File: config.mk
export PLATFORM = sky130hd
export DESIGN_NAME = integer_to_radix_ascii
export DESIGN_NICKNAME = d
export VERILOG_FILES = /design/src/rtl/itra_pkg.sv /design/src/rtl/integer_to_radix_ascii.sv /design/src/rtl/itra_ctrl.sv /design/src/rtl/itra_dpath.sv
export SDC_FILE = /design/constraint.sdc
export NUM_CORES = 1
export LEC_CHECK = 0
export BUFFER_PORTS_ARGS = -buffer_cell sky130_fd_sc_hd__buf_2
export CAP_MARGIN = 20
export CORE_MARGIN = 8
export CORE_UTILIZATION = 30
export DETAILED_ROUTE_END_ITERATION = 7
export MAX_ROUTING_LAYER = met4
export PLACE_DENSITY = 0.5
export SYNTH_ARGS = -nofsm -noshare
export SYNTH_HDL_FRONTEND = slang
export SYNTH_SLANG_ARGS = --single-unit
File: constraint.sdc
create_clock -name clk_i -period 12.8 [get_ports clk_i]
set_input_delay 2.56 -clock clk_i [delete_from_list [all_inputs] [get_ports clk_i]]
set_output_delay 2.56 -clock clk_i [all_outputs]
set_load 0.05 [all_outputs]
File: src/rtl/itra_pkg.sv
`default_nettype none
// ----------------------------------------------------------------------------
// itra_pkg
// Shared types, constants and helpers for the integer to radix ASCII converter.
// ----------------------------------------------------------------------------
package itra_pkg;

  // Default word width of the converted value.
  localparam int unsigned WORD_BITS_DEF = 64;

  // Fixed widths of the stream fields.
  localparam int unsigned NUMBER_W = 64;
  localparam int unsigned RADIX_W  = 8;
  localparam int unsigned CHAR_W   = 8;
  localparam int unsigned IN_TDATA_W  = ((NUMBER_W + RADIX_W + 7) / 8) * 8;
  localparam int unsigned OUT_TDATA_W = ((CHAR_W + 7) / 8) * 8;

  // Bits of the dividend consumed per divider cycle.
  localparam int unsigned CHUNK_BITS = 8;

  // Base limits and digit width.
  localparam int unsigned BASE_W   = 5;
  localparam int unsigned DIGIT_W  = 4;
  localparam logic [BASE_W-1:0] BASE_MIN = BASE_W'(2);
  localparam logic [BASE_W-1:0] BASE_MAX = BASE_W'(16);
  localparam logic [BASE_W-1:0] BASE_DEC = BASE_W'(10);

  // ASCII codes.
  localparam logic [CHAR_W-1:0] ASCII_ZERO  = 8'h30;
  localparam logic [CHAR_W-1:0] ASCII_LOW_A = 8'h61;
  localparam logic [CHAR_W-1:0] ASCII_MINUS = 8'h2d;

  // Controller states.
  typedef enum logic [2:0] {
    ST_IDLE,
    ST_DIVIDE,
    ST_STORE,
    ST_SIGN,
    ST_READ,
    ST_SHOW
  } state_e;

  // Commands from the controller to the datapath.
  typedef struct packed {
    logic load;      // capture a new input transaction
    logic div_step;  // run one chunk of the divide pass
    logic store;     // write the remainder digit and start a new pass
    logic rd;        // read the next digit, most significant first
    logic sel_sign;  // drive the minus sign onto the output
  } itra_cmd_t;

  // Status from the datapath to the controller.
  typedef struct packed {
    logic chunk_last;  // this divide cycle handles the final chunk
    logic quot_zero;   // quotient of the finished pass is zero
    logic neg_sign;    // a minus sign is to be emitted
    logic cnt_zero;    // no digits remain to be read
  } itra_stat_t;

  // Map a digit value to its lower-case ASCII character.
  function automatic logic [CHAR_W-1:0] digit_char(input logic [DIGIT_W-1:0] d);
    logic [CHAR_W-1:0] c;
    if (d > DIGIT_W'(9)) begin
      c = ASCII_LOW_A + CHAR_W'(d - DIGIT_W'(10));
    end else begin
      c = ASCII_ZERO + CHAR_W'(d);
    end
    return c;
  endfunction

endpackage
`default_nettype wire

File: src/rtl/integer_to_radix_ascii.sv
`default_nettype none
// ----------------------------------------------------------------------------
// integer_to_radix_ascii
// Converts a signed integer to its ASCII digit string in a base from 2 to 16.
// ----------------------------------------------------------------------------
// Each input transaction carries a two's complement value (low WORD_BITS bits
// used) and a base, clamped to 2..16. The block returns one output transaction
// per character, most significant digit first, lower-case letters above 9,
// with tlast on the final character. A leading '-' appears only for negative
// values in base 10; other bases print the magnitude. One value is converted
// at a time. Digits are produced by repeated division by the base in a divider
// that consumes 8 bits of the magnitude per cycle; after each divide pass the
// remainder is stored as the next digit. A leading minus sign is offered once
// all digits are stored, and once it is taken the output stays empty while
// the first digit is read. The digits then leave at one per cycle while the
// output is ready, and the next value is taken in the cycle after the last
// character. Worst case is base 2 with 64 digits for a 64-bit word.
// ----------------------------------------------------------------------------
module integer_to_radix_ascii #(
  parameter int unsigned WORD_BITS = itra_pkg::WORD_BITS_DEF
) (
  input  wire logic                             clk_i,
  input  wire logic                             rst_ni,
  // tdata: number [63:0], radix [71:64]
  input  wire logic [itra_pkg::IN_TDATA_W-1:0]  s_axis_tdata,
  input  wire logic                             s_axis_tvalid,
  output logic                                  s_axis_tready,
  // tdata: character [7:0]
  output logic [itra_pkg::OUT_TDATA_W-1:0]      m_axis_tdata,
  output logic                                  m_axis_tlast,
  output logic                                  m_axis_tvalid,
  input  wire logic                             m_axis_tready
);
  import itra_pkg::*;

  itra_cmd_t         cmd;
  itra_stat_t        stat;
  logic [CHAR_W-1:0] character;

  // Sequencing of divide passes and output transactions.
  itra_ctrl u_ctrl (
    .clk_i         (clk_i),
    .rst_ni        (rst_ni),
    .s_axis_tvalid (s_axis_tvalid),
    .s_axis_tready (s_axis_tready),
    .m_axis_tvalid (m_axis_tvalid),
    .m_axis_tready (m_axis_tready),
    .m_axis_tlast  (m_axis_tlast),
    .stat_i        (stat),
    .cmd_o         (cmd)
  );

  // Divider, digit memory and character mapping.
  itra_dpath #(
    .WORD_BITS (WORD_BITS)
  ) u_dpath (
    .clk_i       (clk_i),
    .rst_ni      (rst_ni),
    .number_i    (s_axis_tdata[NUMBER_W-1:0]),
    .radix_i     (s_axis_tdata[NUMBER_W +: RADIX_W]),
    .cmd_i       (cmd),
    .stat_o      (stat),
    .character_o (character)
  );

  assign m_axis_tdata = OUT_TDATA_W'(character);

endmodule
`default_nettype wire

File: src/rtl/itra_ctrl.sv
`default_nettype none
// ----------------------------------------------------------------------------
// itra_ctrl
// Controller: sequences the divide passes, digit stores and character output.
// ----------------------------------------------------------------------------
module itra_ctrl (
  input  wire logic               clk_i,
  input  wire logic               rst_ni,
  input  wire logic               s_axis_tvalid,
  output logic                    s_axis_tready,
  output logic                    m_axis_tvalid,
  input  wire logic               m_axis_tready,
  output logic                    m_axis_tlast,
  input  wire itra_pkg::itra_stat_t stat_i,
  output itra_pkg::itra_cmd_t     cmd_o
);
  import itra_pkg::*;

  state_e state_q, state_d;

  // State register.
  always_ff @(posedge clk_i or negedge rst_ni) begin
    if (!rst_ni) begin
      state_q <= ST_IDLE;
    end else begin
      state_q <= state_d;
    end
  end

  // Next state and commands.
  always_comb begin
    state_d       = state_q;
    cmd_o         = '0;
    s_axis_tready = 1'b0;
    m_axis_tvalid = 1'b0;
    m_axis_tlast  = 1'b0;
    unique case (state_q)
      ST_IDLE: begin
        s_axis_tready = 1'b1;
        if (s_axis_tvalid) begin
          cmd_o.load = 1'b1;
          state_d    = ST_DIVIDE;
        end
      end
      ST_DIVIDE: begin
        cmd_o.div_step = 1'b1;
        if (stat_i.chunk_last) begin
          state_d = ST_STORE;
        end
      end
      ST_STORE: begin
        cmd_o.store = 1'b1;
        if (!stat_i.quot_zero) begin
          state_d = ST_DIVIDE;
        end else if (stat_i.neg_sign) begin
          state_d = ST_SIGN;
        end else begin
          state_d = ST_READ;
        end
      end
      ST_SIGN: begin
        m_axis_tvalid  = 1'b1;
        cmd_o.sel_sign = 1'b1;
        if (m_axis_tready) begin
          state_d = ST_READ;
        end
      end
      ST_READ: begin
        cmd_o.rd = 1'b1;
        state_d  = ST_SHOW;
      end
      ST_SHOW: begin
        m_axis_tvalid = 1'b1;
        m_axis_tlast  = stat_i.cnt_zero;
        if (m_axis_tready) begin
          if (stat_i.cnt_zero) begin
            state_d = ST_IDLE;
          end else begin
            cmd_o.rd = 1'b1;
          end
        end
      end
      default: begin
        state_d = ST_IDLE;
      end
    endcase
  end

endmodule
`default_nettype wire

File: src/rtl/itra_dpath.sv
`default_nettype none
// ----------------------------------------------------------------------------
// itra_dpath
// Datapath: magnitude capture, chunked divide by the base, digit memory.
// ----------------------------------------------------------------------------
module itra_dpath #(
  parameter int unsigned WORD_BITS = itra_pkg::WORD_BITS_DEF
) (
  input  wire logic                          clk_i,
  input  wire logic                          rst_ni,
  input  wire logic [itra_pkg::NUMBER_W-1:0] number_i,
  input  wire logic [itra_pkg::RADIX_W-1:0]  radix_i,
  input  wire itra_pkg::itra_cmd_t           cmd_i,
  output itra_pkg::itra_stat_t               stat_o,
  output logic [itra_pkg::CHAR_W-1:0]        character_o
);
  import itra_pkg::*;

  localparam int unsigned CHUNKS = (WORD_BITS + CHUNK_BITS - 1) / CHUNK_BITS;
  localparam int unsigned PAD_W  = CHUNKS * CHUNK_BITS;
  localparam int unsigned CHK_W  = (CHUNKS > 1) ? $clog2(CHUNKS) : 1;
  localparam int unsigned CNT_W  = $clog2(WORD_BITS + 1);
  localparam int unsigned ADDR_W = $clog2(WORD_BITS);

  logic [PAD_W-1:0]   div_q, div_d;
  logic [DIGIT_W-1:0] rem_q, rem_d;
  logic [BASE_W-1:0]  base_q, base_d;
  logic               neg10_q, neg10_d;
  logic [CHK_W-1:0]   chk_q, chk_d;
  logic [CNT_W-1:0]   cnt_q, cnt_d;
  logic [DIGIT_W-1:0] rdata_q;
  logic [DIGIT_W-1:0] mem_q [WORD_BITS];

  logic [WORD_BITS-1:0]  raw;
  logic [WORD_BITS-1:0]  mag;
  logic                  neg;
  logic [CHUNK_BITS-1:0] top_byte;
  logic [CHUNK_BITS-1:0] quot_byte;
  logic [DIGIT_W-1:0]    rem_step;
  logic [CNT_W-1:0]      cnt_dec;

  // Input capture: magnitude and clamped base.
  always_comb begin
    raw = number_i[WORD_BITS-1:0];
    neg = raw[WORD_BITS-1];
    mag = neg ? (~raw + WORD_BITS'(1)) : raw;
    if (radix_i > RADIX_W'(BASE_MAX)) begin
      base_d = BASE_MAX;
    end else if (radix_i < RADIX_W'(BASE_MIN)) begin
      base_d = BASE_MIN;
    end else begin
      base_d = radix_i[BASE_W-1:0];
    end
  end

  // One chunk of long division: eight restoring steps on a small remainder.
  always_comb begin
    logic [BASE_W-1:0] r;
    top_byte = div_q[PAD_W-1 -: CHUNK_BITS];
    r = BASE_W'(rem_q);
    for (int i = CHUNK_BITS - 1; i >= 0; i--) begin
      r = {r[DIGIT_W-1:0], top_byte[i]};
      if (r >= base_q) begin
        r = r - base_q;
        quot_byte[i] = 1'b1;
      end else begin
        quot_byte[i] = 1'b0;
      end
    end
    rem_step = r[DIGIT_W-1:0];
  end

  assign cnt_dec = cnt_q - CNT_W'(1);

  // Next values of the working registers.
  always_comb begin
    div_d   = div_q;
    rem_d   = rem_q;
    neg10_d = neg10_q;
    chk_d   = chk_q;
    cnt_d   = cnt_q;
    if (cmd_i.load) begin
      div_d   = PAD_W'(mag);
      rem_d   = '0;
      neg10_d = neg && (base_d == BASE_DEC);
      chk_d   = '0;
      cnt_d   = '0;
    end else if (cmd_i.div_step) begin
      div_d = (div_q << CHUNK_BITS) | PAD_W'(quot_byte);
      rem_d = rem_step;
      chk_d = chk_q + CHK_W'(1);
    end else if (cmd_i.store) begin
      rem_d = '0;
      chk_d = '0;
      cnt_d = cnt_q + CNT_W'(1);
    end else if (cmd_i.rd) begin
      cnt_d = cnt_dec;
    end
  end

  // Control and working registers.
  always_ff @(posedge clk_i or negedge rst_ni) begin
    if (!rst_ni) begin
      chk_q   <= '0;
      cnt_q   <= '0;
      neg10_q <= 1'b0;
    end else begin
      chk_q   <= chk_d;
      cnt_q   <= cnt_d;
      neg10_q <= neg10_d;
    end
  end

  always_ff @(posedge clk_i) begin
    div_q <= div_d;
    rem_q <= rem_d;
    if (cmd_i.load) begin
      base_q <= base_d;
    end
  end

  // Digit memory: least significant digit at the lowest address.
  always_ff @(posedge clk_i) begin
    if (cmd_i.store) begin
      mem_q[cnt_q[ADDR_W-1:0]] <= rem_q;
    end
    if (cmd_i.rd) begin
      rdata_q <= mem_q[cnt_dec[ADDR_W-1:0]];
    end
  end

  // Status and output character.
  always_comb begin
    stat_o.chunk_last = (chk_q == CHK_W'(CHUNKS - 1));
    stat_o.quot_zero  = (div_q == '0);
    stat_o.neg_sign   = neg10_q;
    stat_o.cnt_zero   = (cnt_q == '0);
    character_o = cmd_i.sel_sign ? ASCII_MINUS : digit_char(rdata_q);
  end

endmodule
`default_nettype wire
==> flow_summary.ini, run 1 <==
[final_layout]
area_growth_pct = 14.6
final_nets = 1539
nFillCells = 5798
drive_above_1_share_pct = 19.6
fin_area_um2 = 20200

[min_path]
hp-class = flop to flop
hold_depth = 1
hold_path_end = u_dpath.chk_q[1]
min-delay-start = u_dpath.chk_q[1]

[critical_path]
r2r_slack_ps = 1600
r2r-end = u_dpath.rem_q[1]
worst-path-stages = 44
crit_arrival_ps = 11650
cp_max_fo = 10
path_common_cell = ha_1
critPathKind = flop to flop
r2r-start = u_dpath.base_q[1]
crit_slowest_cell = o21ai_1
worstRegToRegCells = 44
slowest_delay_ps = 500
path_buf_inv = 2
endpoint_kind = flop
cp.required_ps = 13250
crit_family = compound AO/OA/AOI/OAI gates
cp-start-kind = flop

[synth]
syn-cell-area_um2 = 17600
yosys-top-cells-count = 329 x edfxtp_1, 122 x nor2_1, 109 x nand2_1
synth_top_family_by_area = multiplexers
syn-num-nets = 1450
yosysTopAreaCellShare_pct = 56.0
yosysWarnings = 0
synth_cell_types = 73
yosysMostFrequentCell = edfxtp_1
synth_edf_count = 329
synthXorXnorAreaFrac_pct = 4.17
async_reset_ff_share_pct = 4.03
synth_area_leaders = edfxtp_1 56%, mux4_2 10%, ha_1 3.5%
ys_seq_area_share_pct = 58.4
synth_compound_area_share_pct = 9.22
synthMuxAreaShare_pct = 11.1
synthFlopType = edfxtp_1
ys_ff_latch = 347
synthCells = 1316
synthAdderAreaFrac_pct = 4.45
synthSimpleGateAreaFrac_pct = 10.3
synth_top_area_cell = edfxtp_1
avgSynthCellArea_um2 = 13.4

[timing]
report.final.slew_viol_count = 0
fin_setup_tns_ps = 0
slew_headroom_pct = 31.4
fmax_mhz = 89.3
layout_min_cycle_time_ps = 11200
setup_viol = 0
hold_viol_final = 0
fin_crit_sh_pct = 87.5
worstMarginPinSlew_ps = 1030
rsz0062_at_grt = no
finalClockSkew_ps = 16.1
finalWorstSetupSlack_ps = 1600
hold_slack_ps = 511

[global_route]
grt.overflow.total = 0
antenna_found_initial = 1
grtUsageTotal_pct = 13.9
grt_max_degree = 113
grt_pass1_wl_mm = 70.3
grt_pass1_vias = 11600

[outcome]
status = finished, final reports clean

[floorplan]
rows = 89
die_width_um = 259
dieArea_um2 = 66800
io_pins = 87
start_util_pct = 30.1
core_um2 = 58600
chipHeight_um = 259

[cts]
path_clk_slew_ps = 60
insertion_delay_ps = 570
cts_buffers = 40
ctsRootBufferMaster = clkbuf_16
htreeDepth = 2
clock_path_buffers = 3
tritoncts = built
hold_buffers = 0
clock-sinks = 347

[route]
firstDrtPassIters = 5
via_count = 11400
ant_nets = 0
wirelength_mm = 46.1
wire_per_inst_um = 20.8
drt_iter0_markers = 939
route.detailed.drc = 0
vias_per_cell = 5.15

[place]
postPlaceCellArea_um2 = 19000
dp_worst_setup_slack_ps = 1110
gp_congestion = 0.884
port_buffers = 85
place_hpwl_mm = 31.4

[job]
drv_cap = 0
[layout make-up]
type / instances / area (µm²) / share of cell area (%)
Clock inverter: 22 / 205 / 1.01
Multi-Input combinational cell: 863 / 6960 / 34.4
Inverter: 51 / 191 / 0.946
Sequential cell: 347 / 10300 / 51.0
Clock buffer: 50 / 1040 / 5.13
Tap cell: 773 / 967 / 4.78
Timing Repair Buffer: 102 / 553 / 2.73
Antenna cell: 1 / 2.50 / 0.0124
[state kept, by name, indices dropped and copies added, names as in the netlist]
name and count:
u_dpath.mem_q 256, u_dpath.div_q 64, u_dpath.cnt_q 7, u_dpath.base_q 5
u_dpath.rdata_q 4, u_dpath.rem_q 4, u_ctrl.state_q 3, u_dpath.chk_q 3
u_dpath.neg10_q 1
[kinds of logic (layout without fill, tap and decap cells)]
| family | count (synthesis) | after routing |
|---|---|---|
| and+or+nand+nor | 375 | 375 |
| DFF | 347 | 347 |
| AOI/OAI and AO/OA | 250 | 250 |
| buffers and inverters | 106 | 225 |
| muxes | 95 | 95 |
| xor gates and xnor gates | 84 | 84 |
| adders and majority gates | 58 | 58 |
| other | 1 | 2 |
[worst max path at each step]
stage                            from                to  slack (ps)
floorplan            u_dpath.rem_q[1]  u_dpath.rem_q[2]        2280
global placement    u_dpath.base_q[1]  u_dpath.rem_q[1]        1440
detailed placement  u_dpath.base_q[1]  u_dpath.rem_q[1]        1110
CTS                 u_dpath.base_q[1]  u_dpath.rem_q[1]        1060
global route        u_dpath.base_q[1]  u_dpath.rem_q[1]         510
finish              u_dpath.base_q[1]  u_dpath.rem_q[1]        1600
[routing by layer]
layer  part of all wire, %  track usage, %  up-vias
li1                      -               -     5264
met1                    46            18.7     5718
met2                    47            21.6      327
met4                   2.5            3.98        0
met3                   4.9            2.21       74
met5                     0               -        -
[placed cells by master (no fill, tap or decap), types with 11 or more instances in the layout]
cell and instances:
nor4_1 30, dfrtp_1 13, nand2_1 107, or3_1 11, nand3_1 15, nor2_1 122
a21o_1 24, o41ai_1 11, xnor2_1 25, buf_4 17, edfxtp_1 329, buf_2 85
a21oi_1 40, mux4_2 80, inv_1 51, ha_1 49, o21ai_1 23, xor2_1 57
clkbuf_16 40, o21ai_0 68, o31ai_1 23
[repair_timing]
action / in CTS / in global routing
setup buffers: 0 / 4
hold endpoints to repair: 0 / 0
resized for setup: 0 / 1
setup endpoints to repair: 0 / 5
[per-stage QoR]
stage,instances,utilization (%)
floorplan,1316,-
global placement,2132,32.4
detailed placement,2132,32.4
CTS,2204,34.5
global route,2208,34.5
finish,2209,34.5
Power of run 1 is left out: the tool's default activity adds up to more than one toggle a clock period on the data nets, which glitch-free logic cannot reach.
==> run 2, diff against run 1 <==
Settings changed: REMOVE_ABC_BUFFERS set to 1.
==> run 2 against run 1 <==
  * Non-clock buffer count down 1
  * Global-route usage up 0.12 points
  * Final cell count about the same
  * Design area up 0.14%
  * Sequential share of layout area down 0.072 points
  * Critical path type unchanged
  * Critical endpoint is now u_dpath.rem_q[0]
==> flow_summary.ini, run 2 (synthesis results as in run 1) <==
[timing]
finalWorstSetupSlack_ps = 1400
fin_setup_tns_ps = 0
rsz0062_at_grt = no
fin_crit_sh_pct = 89.1
worstMarginPinSlew_ps = 1120
finalClockSkew_ps = 21.6
setup_viol = 0
hold_viol_final = 0
slew_headroom_pct = 24.8
layout_min_cycle_time_ps = 11400
report.final.slew_viol_count = 0
fmax_mhz = 87.7

[critical_path]
path_buf_inv = 2
cp-start-kind = flop
cp.required_ps = 13230
r2r-end = u_dpath.rem_q[0]
r2r-start = u_dpath.base_q[1]
crit_arrival_ps = 11830
crit_family = compound AO/OA/AOI/OAI gates
slowest_delay_ps = 520
crit_slowest_cell = o21ai_1
worstRegToRegCells = 44
path_common_cell = ha_1
cp_max_fo = 10
critPathKind = flop to flop
endpoint_kind = flop
r2r_slack_ps = 1400

[min_path]
hp-class = flop to flop
hold_path_end = u_dpath.chk_q[1]
min-delay-start = u_dpath.chk_q[1]
hold_depth = 1

[final_layout]
drive_above_1_share_pct = 19.4
area_growth_pct = 14.8
final_core_utilization_pct = 34.6
final_nets = 1538
layout_common_cells = 329 x edfxtp_1, 122 x nor2_1, 107 x nand2_1, 85 x buf_2, 80 x mux4_2
largest_reg_flops = 256
final_common_cell = edfxtp_1

[floorplan]
core_um2 = 58600
io_pins = 87
chipHeight_um = 259
dieArea_um2 = 66800
die_width_um = 259
start_util_pct = 30.1
rows = 89

[global_route]
grt_pass1_wl_mm = 70.8
grtUsageTotal_pct = 14.0
grt.overflow.total = 0
grt_max_degree = 68
grt_pass1_vias = 11600
antenna_found_initial = 3

[route]
highest_layer = met4
dr_wl_met2_mm = 22.7
dr_wl_met3_mm = 2.19
wire_per_inst_um = 20.9
route.detailed.drc = 0
vias_per_cell = 5.13
met1_length_mm = 20.2
firstDrtPassIters = 6
drt_iter0_markers = 845
ant_nets = 0
wirelength_mm = 46.2
via_count = 11400

[cts]
clock_path_buffers = 3
hold_buffers = 0
ctsRootBufferMaster = clkbuf_16
insertion_delay_ps = 560
clock-sinks = 347
cts_buffers = 40
path_clk_slew_ps = 60
htreeDepth = 2
tritoncts = built

[outcome]
status = finished, final reports clean

[place]
gp_congestion = 0.849
place_hpwl_mm = 32.0
port_buffers = 85
dp_worst_setup_slack_ps = 1090

[job]
drv_cap = 0
-- run 2: per-layer routing --
metal	GRT usage, %	vias to the layer above
met5	-	-
met4	4.05	0
met3	2.40	72
met2	22.9	265
met1	17.8	5740
li1	-	5274
-- run 2: cell type report --
cell class	count	area (µm²)
fillers	5788	38300
flip-flops and latches	347	10300
multi-input cells	863	6950
clock buffers	52	1080
well taps	773	967
repair buffers	101	558
inverters	51	191
clock inverters	20	186
diodes	4	10.0
-- run 2: how the worst max path moves through the flow --
stage                       from                to  slack, ps  depth (start not counted)
6_report       u_dpath.base_q[1]  u_dpath.rem_q[0]       1400                         44
4_1_cts        u_dpath.base_q[1]  u_dpath.rem_q[0]       1130                         45
3_5_place_dp   u_dpath.base_q[1]  u_dpath.rem_q[0]       1090                         45
5_1_grt        u_dpath.base_q[1]  u_dpath.rem_q[1]        310                         45
2_1_floorplan   u_dpath.rem_q[1]  u_dpath.rem_q[2]       2420                         45
3_3_place_gp   u_dpath.base_q[1]  u_dpath.rem_q[1]       1490                         45
-- run 2: stage by stage --
step	area [µm²]	std cells	hold slack, ps
4_1_cts	20200	2201	508
2_1_floorplan	17400	1261	465
5_1_grt	20300	2210	517
6_report	20300	2211	501
3_5_place_dp	18900	2129	489
3_3_place_gp	18900	2129	486
-- run 2: what timing repair did --
action                     4_1_cts  5_1_grt
gates resized for setup          0        0
setup endpoints to repair        0        5
buffers inserted                 0        5
Power of run 2 is left out for the same reason.
==> run 3, diff against run 2 <==
Settings changed: SYNTH_HIERARCHICAL set to 1.
==> run 3 against run 2 <==
  * Hold slack improved by 6.3 ps
  * Global-route usage fell by 0.51 points
  * Final cell count rose by 2.7%
  * Critical path depth rose by 7
  * Non-clock buffer count rose by 1
  * Routed wire length fell by 3.2%
  * Area after synthesis rose by 1.0%
  * Clock skew rose by 4.0 ps
  * Fmax fell by 3.0%
  * Die area rose by 0.95%
  * First-iteration DRC count fell by 2.6%
  * Register-to-register slack got worse by 360 ps
  * Highest routed layer unchanged
==> flow_summary.ini, run 3 <==
[place]
gp_congestion = 0.832
port_buffers = 85
place_hpwl_mm = 30.4

[critical_path]
endpoint_kind = flop
cp-start-kind = flop
crit_arrival_ps = 12200
crit_slowest_cell = a311oi_1
cp.required_ps = 13240
slowest_delay_ps = 520
cp_max_fo = 11
critPathKind = flop to flop

[route]
via_count = 11300
ant_nets = 0
route.detailed.drc = 0
firstDrtPassIters = 5
wire_per_inst_um = 19.7
vias_per_cell = 4.99
drt_iter0_markers = 823
wirelength_mm = 44.7

[synth]
yosysWarnings = 6
ys_ff_latch = 347
synth_top_area_cell = edfxtp_1
synth_edf_count = 329
synth_cell_types = 80
async_reset_ff_share_pct = 4.03
ys_seq_area_share_pct = 57.8
avgSynthCellArea_um2 = 12.8
synthCells = 1389
yosys-top-cells-count = 329 x edfxtp_1, 156 x nor2_1, 107 x nand2_1
yosysTopAreaCellShare_pct = 55.4
synth_area_leaders = edfxtp_1 55%, mux4_2 8.1%, ha_1 3.4%
yosysMostFrequentCell = edfxtp_1
synthFlopType = edfxtp_1
syn-cell-area_um2 = 17800

[timing]
fmax_mhz = 85.1
worstMarginPinSlew_ps = 984
report.final.slew_viol_count = 0
hold_viol_final = 0
rsz0062_at_grt = no
layout_min_cycle_time_ps = 11760
setup_viol = 0
fin_crit_sh_pct = 91.9
fin_setup_tns_ps = 0
slew_headroom_pct = 34.1
finalClockSkew_ps = 25.6

[final_layout]
drive_above_1_share_pct = 18.4
area_growth_pct = 14.7
final_common_cell = edfxtp_1
largest_reg_flops = 256
final_nets = 1600
layout_common_cells = 329 x edfxtp_1, 156 x nor2_1, 107 x nand2_1, 92 x a21oi_1, 86 x buf_2

[cts]
path_clk_slew_ps = 60
tritoncts = built
insertion_delay_ps = 570
cts_buffers = 39
ctsRootBufferMaster = clkbuf_16
clock_path_buffers = 3
clock-sinks = 347
htreeDepth = 2

[floorplan]
dieArea_um2 = 67500
core_um2 = 58900
start_util_pct = 30.3
die_width_um = 260
chipHeight_um = 260
rows = 89
io_pins = 87

[global_route]
globalRouteMet2Util_pct = 22.3
antenna_found_initial = 1
grt_util_met1_pct = 17.3
grtUsageTotal_pct = 13.5
grt_pass1_vias = 11900
grt_pass1_wl_mm = 69.6
grt.overflow.total = 0
globalRouteMet3Util_pct = 2.00
grt.busiest_layer = met2
grt_max_degree = 100

[job]
drv_cap = 0

[min_path]
hp-class = flop to flop

[outcome]
status = finished, final reports clean
[run 3: changes by cell type after synthesis, moves of 7 or more]
cell,delta
clkbuf_1,+8
o21ai_0,-36
mux4_2,-16
nor2_1,+34
a22oi_1,-9
o21ai_1,-18
mux2i_1,+12
xor2_1,+10
nor3b_1,+9
nand2b_1,+8
a21oi_1,+52
nand3_1,+23
nor4_1,-7
[run 3: worst paths after layout]
path                                        start               end  slack, ps  cells after the start
worst max-delay path            u_dpath/base_q[1]  u_dpath/rem_q[2]       1040                     51
worst min-delay path             u_dpath/chk_q[0]  u_dpath/chk_q[0]        510                      1
worst max register to register  u_dpath/base_q[1]  u_dpath/rem_q[2]       1040                     51
worst min register to register   u_dpath/chk_q[0]  u_dpath/chk_q[0]        510                      1
max in group asynchronous                  rst_ni  u_dpath/cnt_q[0]      10590                      1
min in group asynchronous                  rst_ni  u_dpath/cnt_q[3]       1900                      1
[run 3: layer usage]
layer  share of wire [%]  wire [µm]
met1                  45      20200
met2                  49      21800
met3                 4.2       1880
met4                 2.0        913
met5                   0          0
[run 3: cells by family (layout without fill, tap and decap cells)]
kind of cell    Yosys count  count (layout)  share of synthesized area [%]
mux                      92              92                           9.72
simple gates            450             450                           12.4
buf+inv                 116             224                           2.65
fa+ha+maj                57              57                           4.34
flops                   347             347                           57.8
xor+xnor                 89              89                           4.37
compound gates          237             237                           8.67
other cells               1               2                         0.0210
[run 3: what timing repair did]
| action | CTS | global route |
|---|---|---|
| hold buffers | 0 | 0 |
| endpoints found under the setup margin | 0 | 5 |
| setup buffers | 0 | 3 |
| gates resized for setup | 0 | 2 |
[run 3: metrics by stage]
step           area, µm²  cells  hold slack (ps)  worst slack (ps)  utilization [%]
5_1_grt            20500   2271              542              25.3             34.7
3_5_place_dp       19100   2196              498               405             32.4
6_report           20500   2271              507              1040             34.7
3_3_place_gp       19100   2195              491               951             32.4
4_1_cts            20400   2267              510               386             34.7
2_1_floorplan      17500   1324              465              1650                -
[run 3: critical path: cells and delay by family, from the launching register on]
family,cells,cell delay (ps)
compound gates,28,5730
fa+ha+maj,8,2520
buf+inv,7,1050
flops,1,470
mux,3,1200
simple gates,5,630
[run 3: layout make-up]
cell class                 instances  area (µm²)
fill                            5767       38500
sequential                       347       10300
multi-input combinational        926        7080
clock buffer                      43         991
tap                              773         967
timing repair buffer             102         551
clock inverter                    28         357
inverter                          51         191
antenna                            1        2.50
Power of run 3 is left out for the same reason.
